[config.mk]
export PLATFORM = sky130hd
export DESIGN_NAME = sensor_hub_telemetry_framer
export DESIGN_NICKNAME = d
export VERILOG_FILES = /design/src/hdl/shtf_pkg.sv /design/src/hdl/sensor_hub_telemetry_framer.sv /design/src/hdl/shtf_front.sv /design/src/hdl/shtf_rec_fifo.sv /design/src/hdl/shtf_back.sv
export SDC_FILE = /design/constraint.sdc
export NUM_CORES = 2
export LEC_CHECK = 0
export ABC_AREA = 1
export BUFFER_PORTS_ARGS = -buffer_cell sky130_fd_sc_hd__buf_2
export CORE_MARGIN = 1.5
export CORE_UTILIZATION = 60
export DETAILED_ROUTE_END_ITERATION = 12
export GPL_ROUTABILITY_DRIVEN = 1
export HOLD_SLACK_MARGIN = 0.1
export PLACE_DENSITY = 0.84
export SYNTH_ARGS = -nofsm -noshare
export SYNTH_HDL_FRONTEND = slang
export SYNTH_SLANG_ARGS = --single-unit
export TNS_END_PERCENT = 10
[constraint.sdc]
create_clock -name clk -period 10.8 [get_ports clk]
set_input_delay 2.16 -clock clk [delete_from_list [all_inputs] [get_ports clk]]
set_output_delay 2.16 -clock clk [all_outputs]
set_load 0.01 [all_outputs]
[src/hdl/shtf_pkg.sv]
// shtf_pkg: shared types, request codes and constants of the telemetry framer.
// No dependencies; used by every module of the block.
`default_nettype none
package shtf_pkg;

  localparam logic [2:0] REQ_RAW  = 3'd0;
  localparam logic [2:0] REQ_CELL = 3'd1;
  localparam logic [2:0] REQ_FUEL = 3'd2;
  localparam logic [2:0] REQ_LAT  = 3'd3;
  localparam logic [2:0] REQ_LON  = 3'd4;
  localparam logic [2:0] REQ_STOP = 3'd5;

  localparam logic [7:0] HDR_BYTE  = 8'h5E;
  localparam logic [7:0] ESC_BYTE  = 8'h5D;
  localparam logic [7:0] ESC_XOR   = 8'h60;
  localparam logic [7:0] STOP_BYTE = 8'h5E;

  localparam logic [7:0] ID_FUEL    = 8'h04;
  localparam logic [7:0] ID_CELL    = 8'h06;
  localparam logic [7:0] ID_LON_INT = 8'h12;
  localparam logic [7:0] ID_LON_DEC = 8'h1A;
  localparam logic [7:0] ID_LON_HEM = 8'h22;
  localparam logic [7:0] ID_LAT_INT = 8'h13;
  localparam logic [7:0] ID_LAT_DEC = 8'h1B;
  localparam logic [7:0] ID_LAT_HEM = 8'h23;

  localparam logic [7:0] LETTER_N = 8'h4E;
  localparam logic [7:0] LETTER_S = 8'h53;
  localparam logic [7:0] LETTER_E = 8'h45;
  localparam logic [7:0] LETTER_W = 8'h57;

  localparam logic [11:0] CELL_MAX = 12'd2100;

  localparam logic [9:0] FUEL_TH_100 = 10'd94;
  localparam logic [9:0] FUEL_TH_75  = 10'd69;
  localparam logic [9:0] FUEL_TH_50  = 10'd44;
  localparam logic [9:0] FUEL_TH_25  = 10'd19;

  // floor(m / 100000) = ((m >> 5) * DIV1_MAGIC) >> 39 for any 32-bit m
  localparam logic [27:0] DIV1_MAGIC = 28'd175921861;
  localparam int          DIV1_SHIFT = 39;
  localparam logic [16:0] INT_SCALE  = 17'd100000;
  // floor(r / 10) = ((r >> 1) * DIV2_MAGIC) >> 19 for r < 2^17
  localparam logic [16:0] DIV2_MAGIC = 17'd104858;
  localparam int          DIV2_SHIFT = 19;

  localparam int QUEUE_DEPTH = 4;

  typedef struct packed {
    logic        stop;
    logic        last;
    logic [7:0]  id;
    logic [15:0] value;
  } rec_t;

endpackage
`default_nettype wire

[src/hdl/sensor_hub_telemetry_framer.sv]
// sensor_hub_telemetry_framer: top level of the telemetry record framer.
// Depends on shtf_pkg, shtf_front, shtf_rec_fifo, shtf_back.
//
//   channel | ports                              | handshake
//   input   | in_req_type .. in_coordinate       | in_valid / in_ready
//   output  | out_byte, out_last_byte            | out_valid / out_ready
//
// Output runs at one byte per cycle while out_ready is high.
// A request yields 0 to 18 bytes. Front: position requests run through
// S_DIV1 to S_DIV3, then push one record per cycle while the queue has room.
// Sustained rate is set by the byte serializer: 4 to 6 bytes per record,
// one byte for a stop record.
// Synchronous active-low reset clears all control state; no clearing pass.
// The record queue lets the front run ahead while the output is stalled.
`default_nettype none
module sensor_hub_telemetry_framer #(
  parameter int QUEUE_DEPTH = shtf_pkg::QUEUE_DEPTH
) (
  input  wire logic               clk,
  input  wire logic               rst_n,
  input  wire logic               in_valid,
  output logic                    in_ready,
  input  wire logic [2:0]         in_req_type,
  input  wire logic [7:0]         in_value_id,
  input  wire logic [15:0]        in_raw_value,
  input  wire logic [7:0]         in_cell_index,
  input  wire logic [11:0]        in_cell_level,
  input  wire logic [9:0]         in_fuel_percent,
  input  wire logic signed [31:0] in_coordinate,
  output logic                    out_valid,
  input  wire logic               out_ready,
  output logic [7:0]              out_byte,
  output logic                    out_last_byte
);

  logic           push_valid, push_ready, rd_valid, rd_en;
  shtf_pkg::rec_t push_rec, rd_rec;

  shtf_front u_front (
    .clk             (clk),
    .rst_n           (rst_n),
    .in_valid        (in_valid),
    .in_ready        (in_ready),
    .in_req_type     (in_req_type),
    .in_value_id     (in_value_id),
    .in_raw_value    (in_raw_value),
    .in_cell_index   (in_cell_index),
    .in_cell_level   (in_cell_level),
    .in_fuel_percent (in_fuel_percent),
    .in_coordinate   (in_coordinate),
    .push_valid      (push_valid),
    .push_rec        (push_rec),
    .push_ready      (push_ready)
  );

  shtf_rec_fifo #(.DEPTH(QUEUE_DEPTH)) u_fifo (
    .clk      (clk),
    .rst_n    (rst_n),
    .wr_valid (push_valid),
    .wr_rec   (push_rec),
    .wr_ready (push_ready),
    .rd_valid (rd_valid),
    .rd_rec   (rd_rec),
    .rd_en    (rd_en)
  );

  shtf_back u_back (
    .clk           (clk),
    .rst_n         (rst_n),
    .rd_valid      (rd_valid),
    .rd_rec        (rd_rec),
    .rd_en         (rd_en),
    .out_valid     (out_valid),
    .out_ready     (out_ready),
    .out_byte      (out_byte),
    .out_last_byte (out_last_byte)
  );

endmodule
`default_nettype wire

[src/hdl/shtf_front.sv]
// shtf_front: accepts requests, classifies them and turns each into records.
// Position requests go through a short multiply-based divide sequence.
// Depends on shtf_pkg.
`default_nettype none
module shtf_front (
  input  wire logic               clk,
  input  wire logic               rst_n,
  input  wire logic               in_valid,
  output logic                    in_ready,
  input  wire logic [2:0]         in_req_type,
  input  wire logic [7:0]         in_value_id,
  input  wire logic [15:0]        in_raw_value,
  input  wire logic [7:0]         in_cell_index,
  input  wire logic [11:0]        in_cell_level,
  input  wire logic [9:0]         in_fuel_percent,
  input  wire logic signed [31:0] in_coordinate,
  output logic                    push_valid,
  output shtf_pkg::rec_t          push_rec,
  input  wire logic               push_ready
);

  typedef enum logic [6:0] {
    S_DISPATCH = 7'b0000001,
    S_DIV1     = 7'b0000010,
    S_DIV2     = 7'b0000100,
    S_DIV3     = 7'b0001000,
    S_INT      = 7'b0010000,
    S_DEC      = 7'b0100000,
    S_HEM      = 7'b1000000
  } fstate_t;

  fstate_t     st_r, st_nxt;
  logic        h_v_r, h_v_nxt;
  logic [2:0]  h_type_r;
  logic [7:0]  h_id_r;
  logic [15:0] h_raw_r;
  logic [7:0]  h_cell_r;
  logic [11:0] h_lvl_r;
  logic [9:0]  h_fuel_r;
  logic [31:0] h_coord_r;

  logic [31:0] mag_r;
  logic        neg_r;
  logic [54:0] p1_r;
  logic [15:0] q1_r;
  logic [32:0] qm_r;
  logic [32:0] p2_r;

  logic        in_acc, fin, is_lat, is_pos, has_out;
  logic [11:0] lvl_sat;
  logic [15:0] fuel_q;
  logic [31:0] rem_full;
  logic [16:0] rem;
  shtf_pkg::rec_t simple_rec;

  assign is_lat = (h_type_r == shtf_pkg::REQ_LAT);
  assign is_pos = is_lat || (h_type_r == shtf_pkg::REQ_LON);
  assign lvl_sat = (h_lvl_r > shtf_pkg::CELL_MAX) ? shtf_pkg::CELL_MAX : h_lvl_r;
  assign rem_full = mag_r - qm_r[31:0];
  assign rem = rem_full[16:0];

  always_comb begin
    if (h_fuel_r > shtf_pkg::FUEL_TH_100) begin
      fuel_q = 16'd100;
    end else if (h_fuel_r > shtf_pkg::FUEL_TH_75) begin
      fuel_q = 16'd75;
    end else if (h_fuel_r > shtf_pkg::FUEL_TH_50) begin
      fuel_q = 16'd50;
    end else if (h_fuel_r > shtf_pkg::FUEL_TH_25) begin
      fuel_q = 16'd25;
    end else begin
      fuel_q = 16'd0;
    end
  end

  always_comb begin
    simple_rec = '{stop: 1'b0, last: 1'b1, id: h_id_r, value: h_raw_r};
    has_out = 1'b1;
    case (h_type_r)
      shtf_pkg::REQ_RAW: begin
        has_out = 1'b1;
      end
      shtf_pkg::REQ_CELL: begin
        has_out = (h_cell_r[7:4] == 4'd0);
        simple_rec.id = shtf_pkg::ID_CELL;
        simple_rec.value = {lvl_sat[7:0], h_cell_r[3:0], lvl_sat[11:8]};
      end
      shtf_pkg::REQ_FUEL: begin
        simple_rec.id = shtf_pkg::ID_FUEL;
        simple_rec.value = fuel_q;
      end
      shtf_pkg::REQ_STOP: begin
        simple_rec.stop = 1'b1;
      end
      default: begin
        has_out = 1'b0;
      end
    endcase
  end

  always_comb begin
    st_nxt = st_r;
    fin = 1'b0;
    push_valid = 1'b0;
    push_rec = simple_rec;
    case (st_r)
      S_DISPATCH: begin
        if (h_v_r) begin
          if (is_pos) begin
            st_nxt = S_DIV1;
          end else if (has_out) begin
            push_valid = 1'b1;
            fin = push_ready;
          end else begin
            fin = 1'b1;
          end
        end
      end
      S_DIV1: st_nxt = S_DIV2;
      S_DIV2: st_nxt = S_DIV3;
      S_DIV3: st_nxt = S_INT;
      S_INT: begin
        push_valid = 1'b1;
        push_rec = '{stop: 1'b0, last: 1'b0,
                     id: is_lat ? shtf_pkg::ID_LAT_INT : shtf_pkg::ID_LON_INT,
                     value: q1_r};
        if (push_ready) begin
          st_nxt = S_DEC;
        end
      end
      S_DEC: begin
        push_valid = 1'b1;
        push_rec = '{stop: 1'b0, last: 1'b0,
                     id: is_lat ? shtf_pkg::ID_LAT_DEC : shtf_pkg::ID_LON_DEC,
                     value: {2'b00, p2_r[32:shtf_pkg::DIV2_SHIFT]}};
        if (push_ready) begin
          st_nxt = S_HEM;
        end
      end
      S_HEM: begin
        push_valid = 1'b1;
        push_rec = '{stop: 1'b0, last: 1'b1,
                     id: is_lat ? shtf_pkg::ID_LAT_HEM : shtf_pkg::ID_LON_HEM,
                     value: {8'h00, is_lat ? (neg_r ? shtf_pkg::LETTER_S : shtf_pkg::LETTER_N)
                                           : (neg_r ? shtf_pkg::LETTER_W : shtf_pkg::LETTER_E)}};
        fin = push_ready;
      end
      default: st_nxt = S_DISPATCH;
    endcase
    if (fin) begin
      st_nxt = S_DISPATCH;
    end
  end

  assign in_ready = !h_v_r || fin;
  assign in_acc = in_valid && in_ready;
  assign h_v_nxt = in_acc ? 1'b1 : (fin ? 1'b0 : h_v_r);

  always_ff @(posedge clk) begin
    if (!rst_n) begin
      st_r <= S_DISPATCH;
      h_v_r <= 1'b0;
    end else begin
      st_r <= st_nxt;
      h_v_r <= h_v_nxt;
    end
  end

  always_ff @(posedge clk) begin
    if (in_acc) begin
      h_type_r <= in_req_type;
      h_id_r <= in_value_id;
      h_raw_r <= in_raw_value;
      h_cell_r <= in_cell_index;
      h_lvl_r <= in_cell_level;
      h_fuel_r <= in_fuel_percent;
      h_coord_r <= in_coordinate;
    end
    if (st_r == S_DISPATCH) begin
      neg_r <= h_coord_r[31];
      mag_r <= h_coord_r[31] ? (32'd0 - h_coord_r) : h_coord_r;
    end
    if (st_r == S_DIV1) begin
      p1_r <= 55'(mag_r[31:5]) * 55'(shtf_pkg::DIV1_MAGIC);
    end
    if (st_r == S_DIV2) begin
      q1_r <= p1_r[54:shtf_pkg::DIV1_SHIFT];
      qm_r <= 33'(p1_r[54:shtf_pkg::DIV1_SHIFT]) * 33'(shtf_pkg::INT_SCALE);
    end
    if (st_r == S_DIV3) begin
      p2_r <= 33'(rem[16:1]) * 33'(shtf_pkg::DIV2_MAGIC);
    end
  end

endmodule
`default_nettype wire

[src/hdl/shtf_rec_fifo.sv]
// shtf_rec_fifo: short record queue between front and back.
// Depends on shtf_pkg.
`default_nettype none
module shtf_rec_fifo #(
  parameter int DEPTH = shtf_pkg::QUEUE_DEPTH
) (
  input  wire logic           clk,
  input  wire logic           rst_n,
  input  wire logic           wr_valid,
  input  wire shtf_pkg::rec_t wr_rec,
  output logic                wr_ready,
  output logic                rd_valid,
  output shtf_pkg::rec_t      rd_rec,
  input  wire logic           rd_en
);

  localparam int PW = $clog2(DEPTH);
  localparam int CW = $clog2(DEPTH + 1);

  shtf_pkg::rec_t mem_r [DEPTH];
  logic [PW-1:0]  wp_r, wp_nxt, rp_r, rp_nxt;
  logic [CW-1:0]  cnt_r, cnt_nxt;
  logic           wr_en;

  assign wr_ready = (cnt_r != CW'(DEPTH));
  assign rd_valid = (cnt_r != '0);
  assign rd_rec = mem_r[rp_r];
  assign wr_en = wr_valid && wr_ready;

  assign wp_nxt = wr_en ? ((wp_r == PW'(DEPTH - 1)) ? '0 : wp_r + 1'b1) : wp_r;
  assign rp_nxt = rd_en ? ((rp_r == PW'(DEPTH - 1)) ? '0 : rp_r + 1'b1) : rp_r;
  assign cnt_nxt = cnt_r + CW'(wr_en) - CW'(rd_en);

  always_ff @(posedge clk) begin
    if (!rst_n) begin
      wp_r <= '0;
      rp_r <= '0;
      cnt_r <= '0;
    end else begin
      wp_r <= wp_nxt;
      rp_r <= rp_nxt;
      cnt_r <= cnt_nxt;
    end
  end

  always_ff @(posedge clk) begin
    if (wr_en) begin
      mem_r[wp_r] <= wr_rec;
    end
  end

endmodule
`default_nettype wire

[src/hdl/shtf_back.sv]
// shtf_back: serializes records into stuffed bytes, one beat per cycle while
// out_ready allows, through an output register. Depends on shtf_pkg.
`default_nettype none
module shtf_back (
  input  wire logic           clk,
  input  wire logic           rst_n,
  input  wire logic           rd_valid,
  input  wire shtf_pkg::rec_t rd_rec,
  output logic                rd_en,
  output logic                out_valid,
  input  wire logic           out_ready,
  output logic [7:0]          out_byte,
  output logic                out_last_byte
);

  typedef enum logic [5:0] {
    P_HDR = 6'b000001,
    P_ID  = 6'b000010,
    P_LO  = 6'b000100,
    P_LO2 = 6'b001000,
    P_HI  = 6'b010000,
    P_HI2 = 6'b100000
  } bpos_t;

  bpos_t          pos_r, pos_nxt;
  logic           cur_v_r, cur_v_nxt;
  shtf_pkg::rec_t cur_r;
  logic           out_v_r, out_v_nxt;
  logic [7:0]     out_byte_r;
  logic           out_last_r;

  logic       free, emit, done_c, last_c, lo_esc, hi_esc;
  logic [7:0] byte_c, lo, hi;
  bpos_t      step_c;

  assign lo = cur_r.value[7:0];
  assign hi = cur_r.value[15:8];
  assign lo_esc = (lo == shtf_pkg::HDR_BYTE) || (lo == shtf_pkg::ESC_BYTE);
  assign hi_esc = (hi == shtf_pkg::HDR_BYTE) || (hi == shtf_pkg::ESC_BYTE);

  always_comb begin
    byte_c = shtf_pkg::HDR_BYTE;
    last_c = 1'b0;
    done_c = 1'b0;
    step_c = pos_r;
    case (pos_r)
      P_HDR: begin
        if (cur_r.stop) begin
          byte_c = shtf_pkg::STOP_BYTE;
          last_c = cur_r.last;
          done_c = 1'b1;
        end else begin
          step_c = P_ID;
        end
      end
      P_ID: begin
        byte_c = cur_r.id;
        step_c = P_LO;
      end
      P_LO: begin
        byte_c = lo_esc ? shtf_pkg::ESC_BYTE : lo;
        step_c = lo_esc ? P_LO2 : P_HI;
      end
      P_LO2: begin
        byte_c = lo ^ shtf_pkg::ESC_XOR;
        step_c = P_HI;
      end
      P_HI: begin
        if (hi_esc) begin
          byte_c = shtf_pkg::ESC_BYTE;
          step_c = P_HI2;
        end else begin
          byte_c = hi;
          last_c = cur_r.last;
          done_c = 1'b1;
        end
      end
      P_HI2: begin
        byte_c = hi ^ shtf_pkg::ESC_XOR;
        last_c = cur_r.last;
        done_c = 1'b1;
      end
      default: step_c = P_HDR;
    endcase
  end

  assign free = !out_v_r || out_ready;
  assign emit = cur_v_r && free;
  assign rd_en = rd_valid && (!cur_v_r || (emit && done_c));
  assign cur_v_nxt = rd_en ? 1'b1 : ((emit && done_c) ? 1'b0 : cur_v_r);
  assign pos_nxt = (rd_en || (emit && done_c)) ? P_HDR : (emit ? step_c : pos_r);
  assign out_v_nxt = emit ? 1'b1 : (out_ready ? 1'b0 : out_v_r);

  always_ff @(posedge clk) begin
    if (!rst_n) begin
      pos_r <= P_HDR;
      cur_v_r <= 1'b0;
      out_v_r <= 1'b0;
    end else begin
      pos_r <= pos_nxt;
      cur_v_r <= cur_v_nxt;
      out_v_r <= out_v_nxt;
    end
  end

  always_ff @(posedge clk) begin
    if (rd_en) begin
      cur_r <= rd_rec;
    end
    if (emit) begin
      out_byte_r <= byte_c;
      out_last_r <= last_c;
    end
  end

  assign out_valid = out_v_r;
  assign out_byte = out_byte_r;
  assign out_last_byte = out_last_r;

endmodule
`default_nettype wire

==> impl_metrics.toml <==
[synth]
synth_cell_types = 56
synth_ff_type = "edfxtp_1"
async_flop_share_pct = 0
synth.avg_cell_area_sq_um = 9.39
yosys-top-cells-area = "edfxtp_1 (28%), fa_1 (22%), ha_1 (17%)"
synth_top_area_cell = "edfxtp_1"
synth_area_sq_um = 33700
synth_top_area_share_pct = 28.1
synth-seq-area-share_pct = 29.5
netlist_instances = 3595
synth_seq_cells = 339
synth_edf_count = 316
synthesis.nets = 4515
yosys_warnings = 0

[critical_path]
crit_path_frequent_cell = "nand2_1"
slowest_delay_ns = 0.54
cp.arrival_ns = 7.08
critPathMaxFanout = 5
crit_type = "reg2reg"
critPathLaunchType = "register"
cp_slowest_cell = "fa_1"
r2r_start = "u_front.mag_r[5]"
startpoint = "u_front.mag_r[5]"
crit_required_ns = 11.10
end_kind = "register"

[floorplanning]
fp.dieH_um = 240
io_pins = 104
start_util_pct = 61.0
rows = 86
core_area_sq_um = 55300
fp.dieArea_sq_um = 57700
fp.dieW_um = 240

[grt]
track_usage_pct = 31.6
grt_pass1_wl_mm = 138
grt_max_degree = 90
overflow = 0
antenna_found_initial = 1
grt_pass1_vias = 26200

[min_path]
min-delay-path-class = "reg2reg"
hold_path_startpoint = "u_front.p1_r[53]"

[routing]
vias = 25100
drt_first_pass_iters = 6
drt_iter0_drc = 2055
drc_errors = 0
wl_per_cell_um = 19.4
ant_nets = 0
viasPerCell = 5.58
wirelength_mm = 87.2

[sta]
clock-skew-final_ns = 0.0110
worst_slew_pin_slew_ns = 1.18
grt_setup_unrepaired = "no"
hold_viol = 0
slew_violations = 0
final.min_clock_period_ns = 6.78
setup_tns_ns = 0
max_freq_mhz = 147
fin_crit_sh_pct = 62.8
slew_headroom_pct = 21.1
hold_ws_ns = 0.417
setup_violations = 0

[clock_network]
clock_latency_ns = 0.54
clk_path_buf_depth = 3
tritoncts = "built"
cts_num_sinks = 339
ctsHtreeMaxLevel = 2
cts_setup_buffers = 0
cts_hold_buf = 0
cts_buffers = 34
root_buffer = "clkbuf_16"
cts-resized-gates = 0
clk_pin_slew_ns = 0.06

[run_status]
status = "complete, no violations"

[run]
cap_violations = 0

[layout]
design_area_sq_um = 36300
area_growth_pct = 7.70
drive_above_1_share_pct = 6.25
nNetsFinal = 4637

[placed_design]
place.gp.congestion = 1.03
dp_hpwl_mm = 71.4
place_area_sq_um = 35200
io_buffers = 103
-- sequential cells by signal, summed over array words and instances (netlist names), 10 cells and up --
register           flops
u_fifo.mem_r         104
u_front.h_coord_r     32
u_front.mag_r         31
u_back.cur_r          26
u_front.h_raw_r       16
u_front.p1_r          16
u_front.q1_r          16
u_front.p2_r          14
u_front.h_lvl_r       12
u_front.h_fuel_r      10
u_front.qm_r          10
-- per-layer routing --
metal | global-route usage, % | routed length (um) | vias to the layer above
met5 | 0 | 0 | -
li1 | - | - | 11600
met4 | 16.1 | 5020 | 0
met2 | 54.1 | 42500 | 1032
met3 | 3.87 | 5650 | 274
met1 | 39.4 | 34000 | 12100
-- layout make-up --
type | count | area [sq um]
Inverter | 928 | 3490
Tap cell | 748 | 936
Antenna cell | 2 | 5.00
Multi-Input combinational cell | 2302 | 20200
Clock inverter | 22 | 233
Fill cell | 4307 | 19000
Clock buffer | 40 | 915
Timing Repair Buffer | 112 | 583
Sequential cell | 339 | 9950
-- path summary, 6_finish.rpt --
kind / to / slack [ns] / cells after the start
setup / recovery: u_front.p2_r[31] / 4.02 / 29
hold / removal: u_front.q1_r[14] / 0.42 / 0
setup reg to reg: u_front.p2_r[31] / 4.02 / 29
hold reg to reg: u_front.q1_r[14] / 0.42 / 0
-- logic make-up after synthesis --
| family | after synthesis | synth area share, % |
|---|---|---|
| flip-flops | 339 | 29.5 |
| XOR/XNOR | 68 | 1.79 |
| buffers and inverters | 954 | 10.7 |
| AND/OR/NAND/NOR | 1062 | 13.5 |
| AO/OA/AOI/OAI | 345 | 5.75 |
| adder cells (fa/ha/maj) | 827 | 38.8 |
-- cells in the mapped netlist (8+ instances only) --
master / count
o21ai_1: 13
edfxtp_1: 316
xor2_1: 40
dfxtp_1: 23
a221oi_1: 9
xnor2_1: 27
inv_2: 15
o21ai_0: 111
clkbuf_1: 16
o22ai_1: 27
nand3_1: 110
nand4_1: 47
ha_1: 463
a21oi_1: 127
o21bai_1: 25
nor2_2: 8
nor2_1: 273
nand2_1: 544
fa_1: 364
nor3_1: 27
inv_1: 909
-- stage by stage --
stage | cells | setup slack, ns | util (%)
final | 4493 | 4.02 | 65.7
after global routing | 4492 | 3.56 | 65.7
after CTS | 4491 | 4.05 | 65.7
after detailed placement | 4429 | 4.12 | 63.6
after global placement | 4429 | 4.25 | 63.6
after floorplan | 3595 | 4.72 | -
-- worst max-delay path, delay by kind of cell (launching register included) --
family / cells / cell delay (ns)
buffers and inverters: 5 / 0.33
AND/OR/NAND/NOR: 10 / 0.85
flip-flops: 1 / 0.47
XOR/XNOR: 1 / 0.40
adder cells (fa/ha/maj): 9 / 3.72
AO/OA/AOI/OAI: 4 / 0.75
-- cell usage in the layout (no fill, tap or decap), drive strengths merged --
master    count
inv         928
nand2       555
ha          463
fa          364
edfxtp      316
nor2        287
a21oi       127
o21ai       124
nand3       114
buf         112
nand4        48
xor2         41
clkbuf       40
nor3         31
xnor2        27
o22ai        27
o21bai       25
dfxtp        23
clkinv       17
a221oi        9
nor4          8
or2           7
o211ai        6
nand3b        6
o21a          5
a21o          5
a31oi         5
and2          4
a32oi         3
a21boi        3
bufinv        3
diode         2
a22oi         2
a22o          2
clkinvlp      2
o2111ai       1
o31ai         1
nor2b         1
and3          1
Power is not shown: default switching activity piles up to over one toggle a cycle in this logic, so the estimate is an artifact.
